File: src/design/mlef_pkg.sv
// Package for the multi-line event FIFO: sizes, word types and helpers.
// No dependencies; imported by every module of the block.
package mlef_pkg;

  localparam int QUEUE_DEPTH = 16;
  localparam int NUM_LINES   = 8;
  localparam int ADDR_W      = $clog2(QUEUE_DEPTH);
  localparam int CNT_W       = $clog2(QUEUE_DEPTH + 1);
  localparam int LINE_W      = $clog2(NUM_LINES);
  localparam int LIMIT_W     = 5;
  localparam logic [LIMIT_W-1:0] LIMIT_RESET = 5'd8;

  typedef struct packed {
    logic [7:0] line_mask;
    logic       unstack;
  } in_word_t;

  typedef struct packed {
    logic       unstack_ack;
    logic [3:0] served_line;
    logic [4:0] occupancy;
  } out_word_t;

  // Controller to datapath commands.
  typedef struct packed {
    logic load;
    logic push_step;
    logic rd;
    logic finish;
  } cmd_t;

  // Datapath to controller status.
  typedef struct packed {
    logic mask_empty;
    logic out_free;
  } status_t;

endpackage

File: src/design/mlef_ctrl.sv
// Sequencer for the multi-line event FIFO: accept, push lines, read head, finish.
// Depends on mlef_pkg.
module mlef_ctrl (
  input  logic            clk,
  input  logic            rst,
  input  logic            item_valid,
  output logic            item_ready,
  input  mlef_pkg::status_t status,
  output mlef_pkg::cmd_t    cmd
);
  import mlef_pkg::*;

  typedef enum logic [1:0] {
    S_IDLE,
    S_PUSH,
    S_READ,
    S_FIN
  } state_t;

  state_t state;
  state_t state_next;

  always_comb begin
    state_next = state;
    item_ready = 1'b0;
    cmd        = '0;
    case (state)
      S_IDLE: begin
        item_ready = 1'b1;
        if (item_valid) begin
          cmd.load   = 1'b1;
          state_next = S_PUSH;
        end
      end
      S_PUSH: begin
        cmd.push_step = 1'b1;
        if (status.mask_empty) begin
          state_next = S_READ;
        end
      end
      S_READ: begin
        cmd.rd     = 1'b1;
        state_next = S_FIN;
      end
      S_FIN: begin
        if (status.out_free) begin
          cmd.finish = 1'b1;
          state_next = S_IDLE;
        end
      end
      default: begin
        state_next = S_IDLE;
      end
    endcase
  end

  always_ff @(posedge clk) begin
    if (rst) begin
      state <= S_IDLE;
    end else begin
      state <= state_next;
    end
  end

endmodule

File: src/design/mlef_dp.sv
// Datapath for the multi-line event FIFO: ring store, head/count, limit, result register.
// Depends on mlef_pkg; driven by mlef_ctrl commands.
module mlef_dp (
  input  logic                clk,
  input  logic                rst,
  input  mlef_pkg::cmd_t      cmd,
  output mlef_pkg::status_t   status,
  input  mlef_pkg::in_word_t  item,
  input  logic                cfg_we,
  input  logic [4:0]          cfg_wdata,
  output logic                result_valid,
  input  logic                result_ready,
  output mlef_pkg::out_word_t result
);
  import mlef_pkg::*;

  logic [LINE_W-1:0]  queue_store [QUEUE_DEPTH];
  logic [ADDR_W-1:0]  head;
  logic [CNT_W-1:0]   count;
  logic [LIMIT_W-1:0] limit;
  logic [NUM_LINES-1:0] mask;
  logic               unstack;
  logic [LINE_W-1:0]  rd_data;

  logic [CNT_W-1:0]   eff_limit;
  logic [LINE_W-1:0]  low_line;
  logic [ADDR_W-1:0]  tail;
  logic               room;
  logic               pop;

  assign eff_limit = (limit > LIMIT_W'(QUEUE_DEPTH)) ? CNT_W'(QUEUE_DEPTH) : CNT_W'(limit);
  assign room      = count < eff_limit;
  assign tail      = head + count[ADDR_W-1:0];
  assign pop       = unstack && (count != '0);

  // lowest pending line; scan high to low so the lowest set bit wins
  always_comb begin
    low_line = '0;
    for (int i = NUM_LINES - 1; i >= 0; i--) begin
      if (mask[i]) begin
        low_line = LINE_W'(i);
      end
    end
  end

  assign status.mask_empty = (mask == '0);
  assign status.out_free   = !result_valid || result_ready;

  always_ff @(posedge clk) begin
    if (cmd.push_step && (mask != '0) && room) begin
      queue_store[tail] <= low_line;
    end
    if (cmd.rd) begin
      rd_data <= queue_store[head];
    end
  end

  always_ff @(posedge clk) begin
    if (cmd.load) begin
      mask    <= item.line_mask[NUM_LINES-1:0];
      unstack <= item.unstack;
    end else if (cmd.push_step && (mask != '0)) begin
      mask[low_line] <= 1'b0;
    end
    if (cmd.finish) begin
      result.unstack_ack <= unstack;
      result.served_line <= pop ? (4'(rd_data) + 4'd1) : 4'd0;
      result.occupancy   <= 5'(count - CNT_W'(pop));
    end
  end

  always_ff @(posedge clk) begin
    if (rst) begin
      head         <= '0;
      count        <= '0;
      limit        <= LIMIT_RESET;
      result_valid <= 1'b0;
    end else begin
      if (cfg_we) begin
        limit <= cfg_wdata;
        head  <= '0;
        count <= '0;
      end else if (cmd.push_step && (mask != '0) && room) begin
        count <= count + CNT_W'(1);
      end else if (cmd.finish && pop) begin
        head  <= head + ADDR_W'(1);
        count <= count - CNT_W'(1);
      end
      if (cmd.finish) begin
        result_valid <= 1'b1;
      end else if (result_ready) begin
        result_valid <= 1'b0;
      end
    end
  end

endmodule

File: src/design/multi_line_event_fifo.sv
// Top level of the multi-line event FIFO: controller plus datapath.
// Depends on mlef_pkg, mlef_ctrl and mlef_dp.
//
//   channel  direction  handshake                    word
//   item     in         item_valid / item_ready      in_word_t  {line_mask, unstack}
//   result   out        result_valid / result_ready  out_word_t {ack, served_line, occupancy}
//   cfg      in         cfg_we (no wait)             queue_limit, 5 bits
//
// One item at a time: an accepted word passes the push, read and finish steps, its result
// word is registered at the finish step, and the next word is taken back in idle. The push
// step is set by the single write port of the ring store (one line per cycle, plus a step
// to see the mask empty) and the read step by its registered read of the head entry.
// Synchronous reset: queue empty, limit 8, no result pending.
// A stalled result holds in the output register; the next item is accepted and
// pushed meanwhile, and waits only at the final step.
module multi_line_event_fifo (
  input  logic                clk,
  input  logic                rst,
  input  logic                item_valid,
  output logic                item_ready,
  input  mlef_pkg::in_word_t  item,
  output logic                result_valid,
  input  logic                result_ready,
  output mlef_pkg::out_word_t result,
  input  logic                cfg_we,
  input  logic [4:0]          cfg_wdata
);
  import mlef_pkg::*;

  cmd_t    cmd;
  status_t status;

  mlef_ctrl u_ctrl (
    .clk        (clk),
    .rst        (rst),
    .item_valid (item_valid),
    .item_ready (item_ready),
    .status     (status),
    .cmd        (cmd)
  );

  mlef_dp u_dp (
    .clk          (clk),
    .rst          (rst),
    .cmd          (cmd),
    .status       (status),
    .item         (item),
    .cfg_we       (cfg_we),
    .cfg_wdata    (cfg_wdata),
    .result_valid (result_valid),
    .result_ready (result_ready),
    .result       (result)
  );

  a_one_at_a_time: assert property (@(posedge clk) disable iff (rst)
    item_valid && item_ready |=> !item_ready)
    else $error("item accepted while previous still in work");

  a_serve_needs_ack: assert property (@(posedge clk) disable iff (rst)
    result_valid && (result.served_line != 4'd0) |-> result.unstack_ack)
    else $error("line served without unstack");

  a_line_range: assert property (@(posedge clk) disable iff (rst)
    result_valid |-> (result.served_line <= 4'(NUM_LINES)))
    else $error("served line out of range");

  a_occ_range: assert property (@(posedge clk) disable iff (rst)
    result_valid |-> (result.occupancy <= 5'(QUEUE_DEPTH)))
    else $error("occupancy above depth");

endmodule

File: config.mk
export PLATFORM = sky130hd
export DESIGN_NAME = multi_line_event_fifo
export DESIGN_NICKNAME = d
export VERILOG_FILES = /design/src/design/mlef_pkg.sv /design/src/design/mlef_ctrl.sv /design/src/design/mlef_dp.sv /design/src/design/multi_line_event_fifo.sv
export SDC_FILE = /design/constraint.sdc
export NUM_CORES = 1
export LEC_CHECK = 0
export ABC_AREA = 0
export BUFFER_PORTS_ARGS = -buffer_cell sky130_fd_sc_hd__clkbuf_2
export CORE_UTILIZATION = 46
export DETAILED_ROUTE_END_ITERATION = 10
export PLACE_DENSITY_LB_ADDON = 0.05
export REMOVE_ABC_BUFFERS = 1
export SLEW_MARGIN = 10
export SYNTH_ARGS = -nofsm -noshare
export SYNTH_HDL_FRONTEND = slang
export SYNTH_SLANG_ARGS = --single-unit
File: constraint.sdc
create_clock -name clk -period 3.21 [get_ports clk]
set_input_delay 0.1605 -clock clk [delete_from_list [all_inputs] [get_ports clk]]
set_output_delay 0.1605 -clock clk [all_outputs]
set_load 0.005 [all_outputs]
==> flow_metrics.py <==
metrics = {
    "synth": {
        "synth_top_family_by_area": "simple AND/OR/NAND/NOR gates",
        "avgSynthCellArea_um2": 12.90,
        "ys_top_cells_by_area": "edfxtp_1 (52%), dfxtp_1 (8.4%), ha_1 (5.5%), mux2i_1 (4.7%), nor2_1 (3.3%)",
        "yosys_warnings": 0,
        "synth_compound_gate_area_share_pct": 8.069,
        "synth_mux_area_share_pct": 8.839,
        "yosysUniqueCellTypes": 49,
        "synth_ff_type": "edfxtp_1",
        "synthSimpleGateAreaFrac_pct": 11.33,
        "yosysSeqAreaShare_pct": 60.12,
        "synth_top_area_share_pct": 51.74,
        "syn-cell-area_um2": 4063,
        "ys_ff_latch": 87,
        "synth_async_sr_flop_share_pct": 0,
        "synth-xor-area-share_pct": 3.018,
        "synthAdderAreaFrac_pct": 6.529,
        "synthCells": 315,
        "yosys.area.top_type": "edfxtp_1",
        "synth-edff-count": 70,
    },
    "setup_path": {
        "regToRegSetupSlack_ns": 0.39,
        "critical_path.endpoint_type": "register",
        "cp.required_ns": 3.50,
        "cp_max_fo": 9,
        "rr_startpoint": "u_dp.mask[3]$_DFFE_PP_",
        "cp.arrival_ns": 3.11,
        "reg2reg_to": "u_dp.count[4]$_SDFFE_PP0P_",
        "startpoint_type": "register",
        "crit_type": "register to register",
        "rr_worst_depth": 10,
    },
    "clock_tree": {
        "numCtsBuffers": 9,
        "root_buffer": "clkbuf_8",
        "clockBufferDepth": 2,
        "h-tree-depth": 3,
        "clock_latency_ns": 0.35,
        "path_clk_slew_ns": 0.09,
        "clock_sinks": 87,
        "cts_tree": "built",
        "post_cts_buffers": 0,
    },
    "min_path": {
        "worstHoldEndpoint": "u_dp.limit[1]$_SDFFE_PP0P_",
        "hold_start": "cfg_wdata[1]",
        "holdPathStages": 3,
        "hold_path_class": "input port to register",
    },
    "finish": {
        "area_growth_pct": 13.21,
        "final_cell_mix": "edfxtp_1 (70), nor2_1 (36), nand2_1 (31), clkbuf_2 (30), mux2i_1 (19)",
        "final_util_pct": 54.87,
        "drive_above_1_share_pct": 20.17,
        "layout_commonest_cell": "edfxtp_1",
        "antenna_cells": 0,
        "nNetsFinal": 396,
    },
    "placement": {
        "hpwl_mm": 5.553,
        "place_congestion": 0.7747,
        "port_buffers": 30,
    },
    "die": {
        "io_pins": 31,
        "rows": 33,
        "initial_utilization_pct": 48.47,
        "die_area_um2": 9211,
        "fp.dieH_um": 95.98,
        "core_um2": 8382,
        "die_w_um": 95.98,
    },
    "power": {
        "p_leak_nw": 1.743,
        "pwr_density_cell_nw_per_um2": 731.4,
        "ir_worst_vdd_mv": 0.4762,
    },
    "timing": {
        "period_share_pct": 87.98,
        "max_slew.worst_pin.slew_ns": 0.6987,
        "finalCriticalPeriod_ns": 2.824,
        "hold_slack_ns": 0.03831,
        "relSlewSlack_pct": 52.99,
        "finalHoldViolCount": 0,
        "fin_skew_ns": 0.009190,
        "finalMaxSlewViolations": 0,
        "fmax_mhz": 354.1,
        "setup_viol": 0,
        "rsz0062_at_grt": "false",
        "fin_setup_tns_ns": 0,
    },
    "detailed_routing": {
        "wl_mm": 7.582,
        "ant_nets": 0,
        "firstDrtPassIters": 4,
        "initialDrtViolationCount": 91,
        "avgRoutedWirePerCell_um": 16.24,
        "drc": 0,
        "vias_per_cell": 5.343,
        "vias": 2495,
    },
    "global_routing": {
        "grt-ovfl-total": 0,
        "grt_pass1_vias": 2400,
        "grt_pass1_wl_mm": 12.49,
        "grt_start_max_net_pins": 22,
        "antenna_found_initial": 0,
        "grt_usage_pct": 18.40,
    },
    "job": {
        "cap_violations": 0,
    },
    "run_status": {
        "status": "finished clean",
    },
}
==> state kept, by name, summed over array words and instances, names as in the netlist <==
name               count
u_dp.queue_store      48
u_dp.result           10
u_dp.mask              8
u_dp.count             5
u_dp.limit             5
u_dp.head              4
u_dp.rd_data           3
u_ctrl.state           2
u_dp.result_valid      1
u_dp.unstack           1
==> how the worst max path moves through the flow <==
stage	startpoint	to	slack, ns
after floorplan	u_dp.mask[3]$_DFFE_PP_	u_dp.count[4]$_SDFFE_PP0P_	0.61
after global placement	u_dp.mask[3]$_DFFE_PP_	u_dp.count[4]$_SDFFE_PP0P_	0.45
after detailed placement	u_dp.mask[3]$_DFFE_PP_	u_dp.count[4]$_SDFFE_PP0P_	0.38
after global routing	u_dp.mask[4]$_DFFE_PP_	u_dp.count[4]$_SDFFE_PP0P_	0.19
after CTS	u_dp.mask[3]$_DFFE_PP_	u_dp.count[4]$_SDFFE_PP0P_	0.35
final	u_dp.mask[3]$_DFFE_PP_	u_dp.count[4]$_SDFFE_PP0P_	0.39
==> timing repair <==
| item | 4_1_cts | 5_1_grt |
|---|---|---|
| endpoints found under the hold margin | 2 | 0 |
| resized for setup | 0 | 0 |
| hold buffers | 2 | 0 |
| setup endpoints to repair | 0 | 0 |
==> cells in the mapped netlist, types with 2 or more instances <==
cell type,n
or2_2,2
a211oi_1,2
buf_2,2
mux4_2,6
nand2b_1,2
dfxtp_1,17
nor2_1,36
fa_1,2
xnor2_1,9
a221oi_1,3
or4_4,2
xor2_1,5
nand2_1,31
inv_1,12
a21o_1,3
a22oi_1,3
nor2b_1,3
o311ai_0,2
clkbuf_1,5
nand3b_1,2
and2_1,2
mux2_2,3
nand3_1,4
ha_1,18
a21oi_1,11
or3_1,2
edfxtp_1,70
mux2i_1,19
o21ai_0,12
nor3_1,3
nor4_1,4
==> worst max-delay path, stage by stage, from the launching register on <==
cell,delay [ns]
edfxtp_1,0.43
or4_4,0.61
o21ai_4,0.26
or2_1,0.36
inv_2,0.11
fa_1,0.41
inv_1,0.07
a21o_1,0.10
a21oi_1,0.07
mux2i_1,0.18
mux2i_1,0.18
==> per-stage QoR <==
step / std cells / worst slack, ns / instance area, um2 / total power, W
3_5_place_dp: 449 / 0.3846 / 4364 / 0.002594
4_1_cts: 467 / 0.3516 / 4599 / 0.003404
3_3_place_gp: 449 / 0.4519 / 4364 / 0.002575
5_1_grt: 467 / 0.1938 / 4599 / 0.003580
2_1_floorplan: 307 / 0.6094 / 4030 / 0.002278
6_report: 467 / 0.3858 / 4599 / 0.003364
==> cells by family after synthesis <==
logic type	Yosys count
fa+ha+maj	20
mux	28
buf+inv	22
flops	87
simple gates	99
xor+xnor	14
compound gates	45
==> metal layers <==
| metal | part of all wire, % | up-vias | track usage, % |
|---|---|---|---|
| li1 | - | 1245 | - |
| met1 | 49 | 1197 | 26.67 |
| met2 | 46 | 46 | 27.98 |
| met3 | 3.8 | 7 | 3.318 |
| met4 | 1.2 | 0 | 5.970 |
| met5 | 0 | - | 0 |
==> area by class of cell <==
class / instances / area, um2
Tap cell: 105 / 131.4
Clock inverter: 7 / 91.34
Fill cell: 742 / 3782
Multi-Input combinational cell: 206 / 1535
Timing Repair Buffer: 39 / 222.7
Sequential cell: 87 / 2442
Inverter: 14 / 52.55
Clock buffer: 9 / 123.9
==> where the power goes <==
part	internal [W]	leakage [nW]	total, W	switching [W]
combinational	0.000368	0.852	0.000918	0.000550
clock	0.000377	0.105	0.000804	0.000427
sequential	0.00152	0.787	0.00164	0.000121
total	0.00227	1.74	0.00336	0.00110
No activity file was read; power rests on OpenSTA's default activity.
